--- src/rtl/sbts_pkg.sv ---
`timescale 1ns / 1ps

package sbts_pkg;

  localparam int SLOT_COUNT_DEF  = 16;
  localparam int DATA_WIDTH_DEF  = 32;
  localparam int STACK_COUNT_DEF = 3;

  localparam logic MODE_PUSH = 1'b0;
  localparam logic MODE_POP  = 1'b1;

  typedef enum logic [1:0] {
    ST_OK        = 2'd0,
    ST_BAD_STACK = 2'd1,
    ST_FULL      = 2'd2,
    ST_EMPTY     = 2'd3
  } status_t;

  typedef enum logic {
    FSM_IDLE,
    FSM_EXEC
  } fsm_t;

endpackage

--- src/rtl/sbts_ram.sv ---
`timescale 1ns / 1ps

module sbts_ram #(
  parameter int WIDTH = 32,
  parameter int DEPTH = 16
) (
  input  logic                     clk,
  input  logic                     wr_en,
  input  logic [$clog2(DEPTH)-1:0] wr_addr,
  input  logic [WIDTH-1:0]         wr_data,
  input  logic                     rd_en,
  input  logic [$clog2(DEPTH)-1:0] rd_addr,
  output logic [WIDTH-1:0]         rd_data
);

  logic [WIDTH-1:0] mem [DEPTH];

  always_ff @(posedge clk) begin
    if (wr_en) begin
      mem[wr_addr] <= wr_data;
    end
    if (rd_en) begin
      rd_data <= mem[rd_addr];
    end
  end

endmodule

--- src/rtl/shared_buffer_three_stacks_top.sv ---
`timescale 1ns / 1ps

// Three (STACK_COUNT) stacks sharing one table of SLOT_COUNT slots. Each request word is a
// push or a pop on one stack; each produces exactly one response word with a status, the
// popped value, the full flag, the empty flag of the selected stack and the used count.
// Slots are handed out from a free FIFO that starts with every index in ascending order,
// and a popped slot goes back to the tail of that FIFO. The slot table (value plus link to
// the slot below) and the free FIFO are single-port-read synchronous RAMs with registered
// reads. The accept cycle issues the RAM reads (top slot for a pop, free index at the head
// for a push); the execute state then writes back and loads the response register. No new
// word is taken before the last one is written back. The response register decouples the
// two sides: a new word is taken while a response still waits, and its write-back simply
// holds until the response register frees up. No clearing pass is needed after reset: the
// head index itself stands in for free FIFO entries the tail has not yet reached, tracked
// by the tail pointer and a wrap flag.
module shared_buffer_three_stacks_top #(
  parameter int SLOT_COUNT  = sbts_pkg::SLOT_COUNT_DEF,
  parameter int DATA_WIDTH  = sbts_pkg::DATA_WIDTH_DEF,
  parameter int STACK_COUNT = sbts_pkg::STACK_COUNT_DEF
) (
  input  logic                              clk,
  input  logic                              rst,
  // request channel
  input  logic                              req_valid,
  output logic                              req_ready,
  input  logic                              mode,
  input  logic [$clog2(STACK_COUNT+1)-1:0]  stack_sel,
  input  logic [DATA_WIDTH-1:0]             push_value,
  // response channel
  output logic                              rsp_valid,
  input  logic                              rsp_ready,
  output logic [1:0]                        status,
  output logic [DATA_WIDTH-1:0]             pop_value,
  output logic                              table_full,
  output logic                              selected_empty,
  output logic [$clog2(SLOT_COUNT+1)-1:0]   used_count
);

  import sbts_pkg::*;

  // slot index, top (index or empty sentinel), stack select widths
  localparam int IW  = $clog2(SLOT_COUNT);
  localparam int TW  = $clog2(SLOT_COUNT + 1);
  localparam int SW  = $clog2(STACK_COUNT + 1);
  localparam int SIW = $clog2(STACK_COUNT);
  localparam int EW  = DATA_WIDTH + TW;

  localparam logic [TW-1:0] NO_SLOT  = TW'(SLOT_COUNT);
  localparam logic [IW-1:0] LAST_IDX = IW'(SLOT_COUNT - 1);

  fsm_t state, state_next;

  // per-stack top pointers, sentinel NO_SLOT when empty
  logic [TW-1:0] tops [STACK_COUNT];

  // free FIFO pointers and the count of used slots
  logic [IW-1:0] head, tail;
  logic          tail_wrap;
  logic [TW-1:0] slots_used;

  // word captured at accept
  logic                  op_mode;
  logic [SW-1:0]         op_sel;
  logic [DATA_WIDTH-1:0] op_value;
  logic [TW-1:0]         op_top;

  logic          accept, load;
  logic          in_sel_ok;
  logic [SIW-1:0] in_sidx, op_sidx;
  logic          op_sel_ok;

  // ram ports
  logic          slot_wr_en;
  logic [IW-1:0] slot_wr_addr;
  logic [EW-1:0] slot_wr_data;
  logic [EW-1:0] slot_rd_data;
  logic          fifo_wr_en;
  logic [IW-1:0] fifo_rd_data;

  // execute-stage results
  logic                  top_empty, is_full, fifo_written;
  logic                  push_ok, pop_ok;
  logic [IW-1:0]         free_idx;
  logic [TW-1:0]         link;
  status_t               res_status;
  logic                  res_sel_empty;
  logic [TW-1:0]         used_next;
  logic [IW-1:0]         head_next, tail_next;

  // handshake and sequencing
  always_comb begin
    state_next = state;
    req_ready  = 1'b0;
    load       = 1'b0;
    unique case (state)
      FSM_IDLE: begin
        req_ready = 1'b1;
        if (req_valid) begin
          state_next = FSM_EXEC;
        end
      end
      FSM_EXEC: begin
        // write-back waits for a free response register
        if (!rsp_valid || rsp_ready) begin
          load       = 1'b1;
          state_next = FSM_IDLE;
        end
      end
      default: state_next = FSM_IDLE;
    endcase
  end

  assign accept = req_valid && req_ready;

  always_ff @(posedge clk) begin
    if (rst) begin
      state <= FSM_IDLE;
    end else begin
      state <= state_next;
    end
  end

  // stack select decode at accept and in execute
  assign in_sel_ok = stack_sel < SW'(STACK_COUNT);
  assign in_sidx   = in_sel_ok ? stack_sel[SIW-1:0] : '0;
  assign op_sel_ok = op_sel < SW'(STACK_COUNT);
  assign op_sidx   = op_sel_ok ? op_sel[SIW-1:0] : '0;

  always_ff @(posedge clk) begin
    if (accept) begin
      op_mode  <= mode;
      op_sel   <= stack_sel;
      op_value <= push_value;
      op_top   <= tops[in_sidx];
    end
  end

  // slot table: {link to slot below, value}
  sbts_ram #(
    .WIDTH (EW),
    .DEPTH (SLOT_COUNT)
  ) u_slot_ram (
    .clk     (clk),
    .wr_en   (slot_wr_en),
    .wr_addr (slot_wr_addr),
    .wr_data (slot_wr_data),
    .rd_en   (accept),
    .rd_addr (tops[in_sidx][IW-1:0]),
    .rd_data (slot_rd_data)
  );

  // free index FIFO storage
  sbts_ram #(
    .WIDTH (IW),
    .DEPTH (SLOT_COUNT)
  ) u_free_ram (
    .clk     (clk),
    .wr_en   (fifo_wr_en),
    .wr_addr (tail),
    .wr_data (op_top[IW-1:0]),
    .rd_en   (accept),
    .rd_addr (head),
    .rd_data (fifo_rd_data)
  );

  // execute: decide, write back, form the response
  always_comb begin
    top_empty = op_top == NO_SLOT;
    is_full   = slots_used == TW'(SLOT_COUNT);
    // an entry the tail never reached still holds its own index
    fifo_written = tail_wrap || (head < tail);
    free_idx     = fifo_written ? fifo_rd_data : head;
    link         = slot_rd_data[EW-1:DATA_WIDTH];

    push_ok = op_sel_ok && (op_mode == MODE_PUSH) && !is_full;
    pop_ok  = op_sel_ok && (op_mode == MODE_POP) && !top_empty;

    priority if (!op_sel_ok) begin
      res_status    = ST_BAD_STACK;
      res_sel_empty = 1'b1;
    end else if (op_mode == MODE_PUSH) begin
      res_status    = is_full ? ST_FULL : ST_OK;
      res_sel_empty = is_full ? top_empty : 1'b0;
    end else begin
      res_status    = top_empty ? ST_EMPTY : ST_OK;
      res_sel_empty = top_empty ? 1'b1 : (link >= NO_SLOT);
    end

    used_next = slots_used;
    if (push_ok) begin
      used_next = slots_used + TW'(1);
    end else if (pop_ok && slots_used != '0) begin
      used_next = slots_used - TW'(1);
    end

    head_next = (head == LAST_IDX) ? '0 : head + IW'(1);
    tail_next = (tail == LAST_IDX) ? '0 : tail + IW'(1);

    slot_wr_en   = load && push_ok;
    slot_wr_addr = free_idx;
    slot_wr_data = {op_top, op_value};
    fifo_wr_en   = load && pop_ok;
  end

  // state registers
  always_ff @(posedge clk) begin
    if (rst) begin
      for (int i = 0; i < STACK_COUNT; i++) begin
        tops[i] <= NO_SLOT;
      end
      head       <= '0;
      tail       <= '0;
      tail_wrap  <= 1'b0;
      slots_used <= '0;
    end else if (load) begin
      slots_used <= used_next;
      if (push_ok) begin
        tops[op_sidx] <= TW'(free_idx);
        head          <= head_next;
      end
      if (pop_ok) begin
        // a link past the sentinel counts as empty
        tops[op_sidx] <= (link > NO_SLOT) ? NO_SLOT : link;
        tail          <= tail_next;
        if (tail == LAST_IDX) begin
          tail_wrap <= 1'b1;
        end
      end
    end
  end

  // response register
  always_ff @(posedge clk) begin
    if (rst) begin
      rsp_valid <= 1'b0;
    end else begin
      rsp_valid <= load || (rsp_valid && !rsp_ready);
    end
  end

  always_ff @(posedge clk) begin
    if (load) begin
      status         <= res_status;
      pop_value      <= pop_ok ? slot_rd_data[DATA_WIDTH-1:0] : '0;
      table_full     <= used_next == TW'(SLOT_COUNT);
      selected_empty <= res_sel_empty;
      used_count     <= used_next;
    end
  end

  // checks
  a_used_bound: assert property (@(posedge clk) disable iff (rst)
    slots_used <= TW'(SLOT_COUNT))
    else $error("used count beyond table size");

  a_accept_exec: assert property (@(posedge clk) disable iff (rst)
    accept |=> state == FSM_EXEC)
    else $error("accepted word did not enter execute");

  a_push_count: assert property (@(posedge clk) disable iff (rst)
    (load && push_ok) |=> slots_used == $past(slots_used) + TW'(1))
    else $error("push did not add one slot");

  a_full_flag: assert property (@(posedge clk) disable iff (rst)
    rsp_valid |-> table_full == (used_count == TW'(SLOT_COUNT)))
    else $error("full flag disagrees with used count");

  a_ptr_count: assert property (@(posedge clk) disable iff (rst)
    (head == tail) |-> (slots_used == '0 || slots_used == TW'(SLOT_COUNT)))
    else $error("free pointers disagree with used count");

endmodule

--- config.mk ---
export PLATFORM = sky130hd
export DESIGN_NAME = shared_buffer_three_stacks_top
export DESIGN_NICKNAME = d
export VERILOG_FILES = /design/src/rtl/sbts_pkg.sv /design/src/rtl/sbts_ram.sv /design/src/rtl/shared_buffer_three_stacks_top.sv
export SDC_FILE = /design/constraint.sdc
export NUM_CORES = 1
export LEC_CHECK = 0
export BUFFER_PORTS_ARGS = -buffer_cell sky130_fd_sc_hd__buf_2
export CORE_MARGIN = 3
export CORE_UTILIZATION = 50
export CTS_CLUSTER_DIAMETER = 100
export DETAILED_ROUTE_END_ITERATION = 7
export PLACE_DENSITY_LB_ADDON = 0.08
export SETUP_SLACK_MARGIN = 0.3
export SKIP_CTS_REPAIR_TIMING = 1
export SLEW_MARGIN = 20
export SYNTH_ARGS = -nofsm -noshare
export SYNTH_HDL_FRONTEND = slang
export SYNTH_SLANG_ARGS = --single-unit
--- constraint.sdc ---
create_clock -name clk -period 4.9 [get_ports clk]
set_input_delay 0.245 -clock clk [delete_from_list [all_inputs] [get_ports clk]]
set_output_delay 0.245 -clock clk [all_outputs]
set_load 0.02 [all_outputs]
# --- Word level (Yosys, flattened, before mapping) ---
# Memory sizes are Yosys's and may differ from the RTL's. A register that Yosys moved wholly into a read port is not among the register bits.
# Index checks and enable logic that the tools add are counted.
word_totals:
  regBits: 97
  ram_bits: 671
  input_bits: 39
  out_inout_bits: 43
  wordCells: 94
  n_memories: 3
memory_table:
  columns: ["name", "depth", "width", "read_ports", "rd_clocked_by_memory_dff", "write_ports", "line_no", "text"]
  rows:
  - ["u_slot_ram.mem", 16, 37, 1, 1, 1, "sbts_ram.sv:16", "logic [WIDTH-1:0] mem [DEPTH];"]
  - ["u_free_ram.mem", 16, 4, 1, 1, 1, "sbts_ram.sv:16", null]
  - ["tops", 3, 5, 1, 0, 3, "shared_buffer_three_stacks_top.sv:54", "logic [TW-1:0] tops [STACK_COUNT];"]
classes:
  addsub: 4
  n_lt_le_gt_ge: 5
  n_eq_ne: 5
  mux: 38
  n_bitwise: 3
  reduce_logical: 21
ops:
  columns: ["operator", "n"]
  rows:
  - ["$mux 5", 5]
  - ["$mux 1", 23]
  - ["$eq 5x5->1 const B", 3]
  - ["$mux 2", 6]
  - ["$mux 4", 3]
  - ["$logic_and 1x1->1", 9]
  - ["$add 4x1->4 const B", 2]
  - ["$eq 4x4->1 const B", 2]
  - ["$add 5x1->5 const B", 1]
  - ["$ge 5x5->1 const B", 1]
  - ["$gt 5x5->1 const B", 1]
  - ["$reduce_bool 5->1", 1]
  - ["$reduce_or 5->1", 1]
  - ["$sub 5x1->5 const B", 1]
  - ["$logic_not 1->1", 4]
  - ["$lt 2x2->1 const B", 2]
  - ["$lt 4x4->1", 1]
  - ["$reduce_and 2->1", 2]
  - ["$logic_or 1x1->1", 3]
  - ["$reduce_and 3->1", 1]
  - ["$not 1->1", 2]
  - ["$pmux 1 s2", 1]
  - ["$or 1x1->1", 1]

# --- Depth between registers and ports, before layout ---
# Gate-level depths: netlist of the first run.
depth:
  word_depth: 10
  depth_mapped: 9
  mapped_depth_nobuf: 7

# --- Cells and area by module ---
# A second synthesis of the first run with hierarchy kept.
hier_totals:
  hier_cells: 1444
  hier_area_um2: 30764.5
by_module_without_submodules:
  columns: ["module", "n_inst", "cells_each", "area_each_um2", "seq_area_each_um2"]
  rows:
  - ["sbts_ram at u_slot_ram", 1, 963, 23312.4, 18888.1]
  - ["shared_buffer_three_stacks_top", 1, 351, 4745.8, 3203.1]
  - ["sbts_ram at u_free_ram", 1, 130, 2706.3, 2042.0]

# --- Least setup slack after synthesis of the first run ---
# No wires, ideal clock.
synth_timing:
  path_kind: "register to register"
  startpoint: "register state"
  endpoint: "register op_mode (enable)"
  t_arrival_ns: 3.932
  t_required_ns: 4.369
  path_slack_ns: 0.437
  path_stages_with_launch: 2
  path_buffers: 0
  period_less_slack_ns: 4.463
  path_cell_list: "dfxtp_1 > nor2b_1"
synth_via:
  elab_chain_cells: 2
synth_lines:
  columns: ["item", "line_no", "text"]
  rows:
  - ["start: declaration", "shared_buffer_three_stacks_top.sv:51", "fsm_t state, state_next;"]
  - ["start signal: assignment", "shared_buffer_three_stacks_top.sv:119", "state <= state_next;"]
  - ["$mux 1", "shared_buffer_three_stacks_top.sv:95", "unique case (state)"]
  - ["$logic_and 1x1->1", "shared_buffer_three_stacks_top.sv:113", "assign accept = req_valid && req_ready;"]
  - ["named net accept", "shared_buffer_three_stacks_top.sv:67", "logic accept, load;"]
  - ["end signal: assignment", "shared_buffer_three_stacks_top.sv:131", "op_mode <= mode;"]
  - ["end: declaration", "shared_buffer_three_stacks_top.sv:62", "logic op_mode;"]
# The timed path passes the listed nets, and every way through them passes these cells.
# A chain may end at the register's enable or synchronous reset.

# --- Worst setup path in the final report of the first run ---
layout_timing:
  startpoint: "register slots_used[0]"
  endpoint: "memory u_slot_ram.mem[11][31] (netlist bit) (enable)"
layout_via:
  elab_chain_cells: 6
layout_lines:
  columns: ["item", "line_no", "text"]
  rows:
  - ["start: declaration", "shared_buffer_three_stacks_top.sv:59", "logic [TW-1:0] slots_used;"]
  - ["start signal: assignment", "shared_buffer_three_stacks_top.sv:216", "slots_used <= used_next;"]
  - ["$eq 5x5->1", "shared_buffer_three_stacks_top.sv:169", "is_full = slots_used == TW'(SLOT_COUNT);"]
  - ["$logic_not 1->1", "shared_buffer_three_stacks_top.sv:175", "push_ok = op_sel_ok && (op_mode == MODE_PUSH) && !is_full;"]
  - ["$logic_and 1x1->1", "shared_buffer_three_stacks_top.sv:175", null]
  - ["$logic_and 1x1->1", "shared_buffer_three_stacks_top.sv:199", "slot_wr_en = load && push_ok;"]
  - ["$mux 1", "sbts_ram.sv:19", "if (wr_en) begin"]
  - ["$mux 1 (implied by the code)", "sbts_ram.sv:20", "mem[wr_addr] <= wr_data;"]
  - ["end: declaration", "sbts_ram.sv:16", null]
# No other way between the ends.

==> flow_summary.yaml, run 1 <==
run_status:
  status: "finished, final reports clean"
synthesis:
  syn_area_per_cell_um2: 15.2
  yosysTopAreaCell: "edfxtp_1"
  synth_ff_type: "edfxtp_1"
  ys_ff_latch: 809
  yosys_warnings: 0
  ys_async_sr_fraction_pct: 0
  ys_seq_area_share_pct: 70.7
  syn_nets: 2291
  netlist_top_cells_area: "edfxtp_1, a2111oi_0, o2111ai_1"
  syn_area_mm2: 0.0341
  synth-edff-count: 793
  synthCells: 2238
  synthDominantCellAreaShare_pct: 69.8
  synth_cell_type_count: 62
cells_and_area:
  drive_above_1_share_pct: 13.8
  layout.nets: 2311
  final_cells: 3198
  area_growth_pct: 13.1
  antennaDiodeCount: 0
  fillers: 5222
  multi_input_area_mm2: 0.00917
  register_area_mm2: 0.0241
worst_setup_path:
  critPathBufInv: 4
  worstPathRequired_ns: 5.23
  cp.arrival_ns: 3.84
  cp_cell_sequence: "inv_1, ha_1, nor4bb_1, nor3_1, buf_4, nand2_1, buf_4, a21oi_4, buf_4"
  r2r.worst_path.cells: 9
  reg2reg_slack_ns: 1.39
  worstSetupPathType: "register to register"
  regToRegEndpoint: "u_slot_ram.mem[11][31]"
  cpMaxStageDelayCell: "a21oi_4"
  crit_path_start: "slots_used[0]"
  crit_top_cell: "buf_4"
  crit_family: "buffers and inverters"
  crit_path_max_incr_delay_ns: 0.68
  end_kind: "register"
  crit_path_start_kind: "register"
  cp_max_fo: 17
  worstReg2RegStart: "slots_used[0]"
timing:
  fmax_mhz: 285
  rsz0062_at_grt: "false"
  tightest_slew_ns: 0.989
  fin_skew_ns: 0.0464
  period_share_pct: 71.6
  hold_violations: 0
  setup_viol: 0
  slew_headroom_pct: 34.1
  tns_ns: 0
  drv_slew: 0
  layout_min_cycle_time_ns: 3.51
power_and_ir_drop:
  leakage_nw: 12.1
  powerDensity_mw_per_mm2: 403
  peakVddDrop_v: 0.000335
cts:
  cts_buffer_depth: 3
  cts_buffers: 84
  cts_max_level: 3
  clk_pin_slew_worst_paths_ns: 0.06
  root_buffer: "clkbuf_16"
  insertion_delay_ns: 0.64
  cts_sinks: 809
  cts_tree: "yes"
route:
  vias: 21800
  wl_per_cell_um: 28.7
  routed_wl_mm: 91.8
  ant_nets: 0
  drt_iter0_markers: 2587
  drc: 0
  drtPass1Iterations: 6
  viasPerCell: 6.81
worst_hold_path:
  hp-start: "rst"
  min_path_type: "input pin to register"
  whs_path_depth: 2
  min_to: "tail[1]"
placement:
  gp_congestion: 0.873
  portBuffers: 81
  dp.cells: 3010
  hpwl_mm: 51.2
global_routing:
  grt_pass1_vias: 20800
  grt_max_degree: 235
  grt.overflow.total: 0
  grt_pass1_wl_mm: 137
  grt.total_usage_pct: 25.6
  antenna_found_initial: 0
floorplanning:
  die_area_mm2: 0.0714
  die_x_um: 267
  core-area_mm2: 0.0674
  initial_core_util_pct: 50.6
  row_count: 95
  boundaryPins: 82
  die_h_um: 267
run:
  cap_viol_max_count: 0
report_power, final:
group          switching [mW]  internal [mW]
sequential              0.155           7.78
combinational           0.963          0.416
clock                    2.65           3.59
total                    3.77           11.8
final cells by class:
| cell class | instances | share of cell area, % |
|---|---|---|
| clock buffer | 103 | 5.72 |
| clock inverter | 50 | 1.26 |
| inverter | 22 | 0.224 |
| multi-input combinational | 1157 | 23.8 |
| sequential | 809 | 62.6 |
| tap | 873 | 2.83 |
| timing repair buffer | 184 | 3.64 |
cells by family (layout without fill, tap and decap cells):
family / after synthesis / count (layout) / share of synthesized area [%]
DFF: 809 / 809 / 70.7
AOI/OAI and AO/OA: 722 / 722 / 17.0
and+or+nand+nor: 315 / 315 / 4.81
buffers and inverters: 272 / 359 / 3.13
muxes: 98 / 98 / 3.61
adders and majority gates: 14 / 14 / 0.514
xor gates and xnor gates: 8 / 8 / 0.227
cells in the mapped netlist (all sizes together) (4+ instances only):
| master | instances |
|---|---|
| a2111oi | 296 |
| a211oi | 42 |
| a21o | 4 |
| a21oi | 104 |
| a22o | 74 |
| a31oi | 13 |
| and2 | 33 |
| and3 | 8 |
| buf | 37 |
| clkbuf | 213 |
| dfxtp | 16 |
| edfxtp | 793 |
| ha | 14 |
| inv | 21 |
| mux2i | 78 |
| mux4 | 20 |
| nand2 | 104 |
| nand2b | 15 |
| nand3 | 28 |
| nand4 | 38 |
| nor2 | 28 |
| nor3 | 27 |
| nor3b | 6 |
| o2111ai | 149 |
| o21ai | 24 |
| or2 | 4 |
| or4 | 8 |
| xnor2 | 6 |
through the flow:
stage	power, mW	cell area, um2	setup WS (ns)	hold WS [ns]	util (%)
detailed placement	9.42	35500	1.38	0.423	52.7
global placement	9.40	35500	1.46	0.421	52.7
floorplan	8.86	34100	0.437	0.344	-
global route	16.1	38600	1.24	0.0572	57.2
CTS	15.6	38200	1.38	-0.260	56.7
finish	15.6	38600	1.39	0.0548	57.2
layer usage:
metal,routed length (um),up-vias,GRT usage (%)
met3,7690,143,5.31
met5,0,-,0
met4,1880,0,6.11
met2,40900,995,37.7
met1,41300,11100,39.1
li1,-,9520,-
registers in the layout (all words and copies together), names as in the netlist, 2 cells and up:
register,cells
pop_value,32
op_value,32
tops,15
u_free_ram.rd_data,4
op_top,5
used_count,5
u_slot_ram.rd_data,37
u_free_ram.mem,64
tail,4
slots_used,5
op_sel,2
u_slot_ram.mem,592
status,2
head,4
worst max-delay path by stage:
stage	slack, ns	to	depth (start not counted)
2_1_floorplan	0.44	op_mode	1
3_3_place_gp	1.46	u_slot_ram.mem[11][31]	9
3_5_place_dp	1.38	u_slot_ram.mem[11][30]	9
4_1_cts	1.38	u_slot_ram.mem[11][27]	9
5_1_grt	1.24	u_slot_ram.mem[1][14]	9
6_report	1.39	u_slot_ram.mem[11][31]	9
cells in the final DEF (no fill, tap or decap), drive strengths merged, types with 15 or more instances in the layout:
| master | instances |
|---|---|
| dlygate4sd3 | 35 |
| dfxtp | 16 |
| edfxtp | 793 |
| a2111oi | 296 |
| mux4 | 20 |
| a21oi | 104 |
| clkbuf | 103 |
| clkinv | 37 |
| nand2 | 104 |
| o2111ai | 149 |
| nand3 | 28 |
| and2 | 33 |
| mux2i | 78 |
| inv | 23 |
| nor3 | 27 |
| nand2b | 15 |
| buf | 149 |
| o21ai | 24 |
| a22o | 74 |
| a211oi | 42 |
| nand4 | 38 |
| nor2 | 28 |
Power figures use the tool's default switching activity.
==> inputs of run 2 (changes only) <==
==> constraint.sdc (replaced) <==
create_clock -name clk -period 2.84 [get_ports clk]
set_input_delay 0.142 -clock clk [delete_from_list [all_inputs] [get_ports clk]]
set_output_delay 0.142 -clock clk [all_outputs]
set_load 0.02 [all_outputs]
==> flow_summary.yaml, run 2 (synthesized netlist as in run 1, its figures left out) <==
worst_setup_path:
  regToRegEndpoint: "u_slot_ram.rd_data[17]"
  end_kind: "register"
  worstPathRequired_ns: 3.25
  r2r.worst_path.cells: 6
  cp_cell_sequence: "buf_4, buf_16, a2111oi_0, o2111ai_1, nand4_1, a211oi_1"
  cpMaxStageDelayCell: "edfxtp_1"
  cp.arrival_ns: 2.99
  crit_family: "compound AO/OA/AOI/OAI gates"
  crit_path_start_kind: "register"
  path_depth: 6
  worstSetupPathType: "register to register"
  crit_path_max_incr_delay_ns: 0.53
  critPathBufInv: 2
  cp_max_fo: 94
  worstReg2RegStart: "tops[0][0]"
  reg2reg_slack_ns: 0.25
cells_and_area:
  top_register: "u_slot_ram.mem"
  reg.largest.list: "u_slot_ram.mem (592), u_free_ram.mem (64), u_slot_ram.rd_data (37)"
  drive_above_1_share_pct: 18.0
  final_cell_mix: "edfxtp_1, a2111oi_0, o2111ai_1"
  layout.nets: 2384
  area_growth_pct: 18.1
  largest_register_ffs: 592
  final_common_cell: "edfxtp_1"
  antennaDiodeCount: 0
  register_area_mm2: 0.0241
  multi_input_area_mm2: 0.00936
  fillers: 5024
cts:
  cts_max_level: 3
  cts_tree: "yes"
  cts_sinks: 809
  insertion_delay_ns: 0.63
  clk_pin_slew_worst_paths_ns: 0.06
  cts_buffers: 88
  cts_buffer_depth: 3
  root_buffer: "clkbuf_16"
floorplanning:
  initial_core_util_pct: 50.6
  boundaryPins: 82
  core-area_mm2: 0.0674
  die_x_um: 267
  row_count: 95
  die_area_mm2: 0.0714
  die_h_um: 267
timing:
  setup_viol: 0
  hold_violations: 0
  tightest_slew_ns: 0.694
  slew_headroom_pct: 53.7
  fmax_mhz: 387
  tns_ns: 0
  layout_min_cycle_time_ns: 2.59
  drv_slew: 0
  fin_skew_ns: 0.0158
  rsz0062_at_grt: "true"
  period_share_pct: 91.1
run:
  cap_viol_max_count: 0
power_and_ir_drop:
  powerDensity_mw_per_mm2: 692
  total_power_mw: 27.9
  leakage_nw: 12.9
  peakVddDrop_v: 0.000452
global_routing:
  grt_max_degree: 95
  grt_pass1_wl_mm: 139
  grt_pass1_vias: 21700
  grt.total_usage_pct: 25.8
  grt.overflow.total: 0
  antenna_found_initial: 0
route:
  drc: 0
  dr_wl_met2_mm: 42.9
  vias: 22300
  routed.top_layer: "met4"
  drt_iter0_markers: 2536
  routed_wl_mm: 93.6
  wl_met1_mm: 41.4
  viasPerCell: 6.80
  wl_per_cell_um: 28.6
  met3_length_mm: 6.88
  drtPass1Iterations: 6
  ant_nets: 0
worst_hold_path:
  min_to: "op_top[4]"
  whs_path_depth: 2
  min_path_type: "input pin to register"
  hp-start: "stack_sel[0]"
placement:
  portBuffers: 81
  hpwl_mm: 50.8
  gp_congestion: 0.827
run_status:
  status: "finished, final reports clean"
## run 2: cell count changes in the layout (fill, tap and decap cells not counted), sizes merged
cell / delta
buf: +61
clkinvlp: -1
dlygate4sd3: +4
inv: -1
a211oi: +1
clkbuf: +11
bufinv: +6
clkinv: -6
## run 2: area by class of cell
cell class | instances | area share, %
inverter | 22 | 0.227
clock inverter | 48 | 1.45
timing repair buffer | 252 | 6.64
tap | 873 | 2.71
clock buffer | 111 | 5.84
multi-input combinational | 1158 | 23.2
sequential | 809 | 59.9
## run 2: stage by stage
step | instance area [um2] | utilization, % | instances | hold slack (ns) | worst slack (ns)
final | 40300 | 59.8 | 3273 | 0.0401 | 0.254
after detailed placement | 36700 | 54.5 | 3067 | 0.320 | 0.136
after global placement | 36700 | 54.5 | 3067 | 0.318 | 0.149
after CTS | 39700 | 58.9 | 3226 | -0.353 | 0.131
after global routing | 40300 | 59.8 | 3273 | 0.0395 | 0.240
after floorplan | 34500 | - | 2238 | 0.241 | 0.167
## run 2: layer usage
| layer | up-vias | GRT usage, % |
|---|---|---|
| li1 | 9705 | - |
| met1 | 11300 | 38.6 |
| met2 | 1073 | 39.5 |
| met3 | 154 | 4.24 |
| met4 | 0 | 7.39 |
| met5 | - | 0 |
## run 2: how the worst max path moves through the flow
stage | from | to | slack, ns
final | tops[0][0] | u_slot_ram.rd_data[17] | 0.25
after global routing | tops[2][0] | u_slot_ram.rd_data[17] | 0.24
after CTS | tail[1] | u_slot_ram.mem[5][22] | 0.13
after detailed placement | tail[1] | u_slot_ram.mem[5][13] | 0.14
after global placement | tail[1] | u_slot_ram.mem[5][13] | 0.15
after floorplan | tail[3] | u_slot_ram.mem[13][0] | 0.17
## run 2: power by group
| part | total, mW | switching (mW) | internal [mW] |
|---|---|---|---|
| clock | 11.6 | 4.58 | 7.04 |
| sequential | 13.7 | 0.231 | 13.4 |
| combinational | 2.58 | 1.68 | 0.899 |
| total | 27.9 | 6.50 | 21.4 |
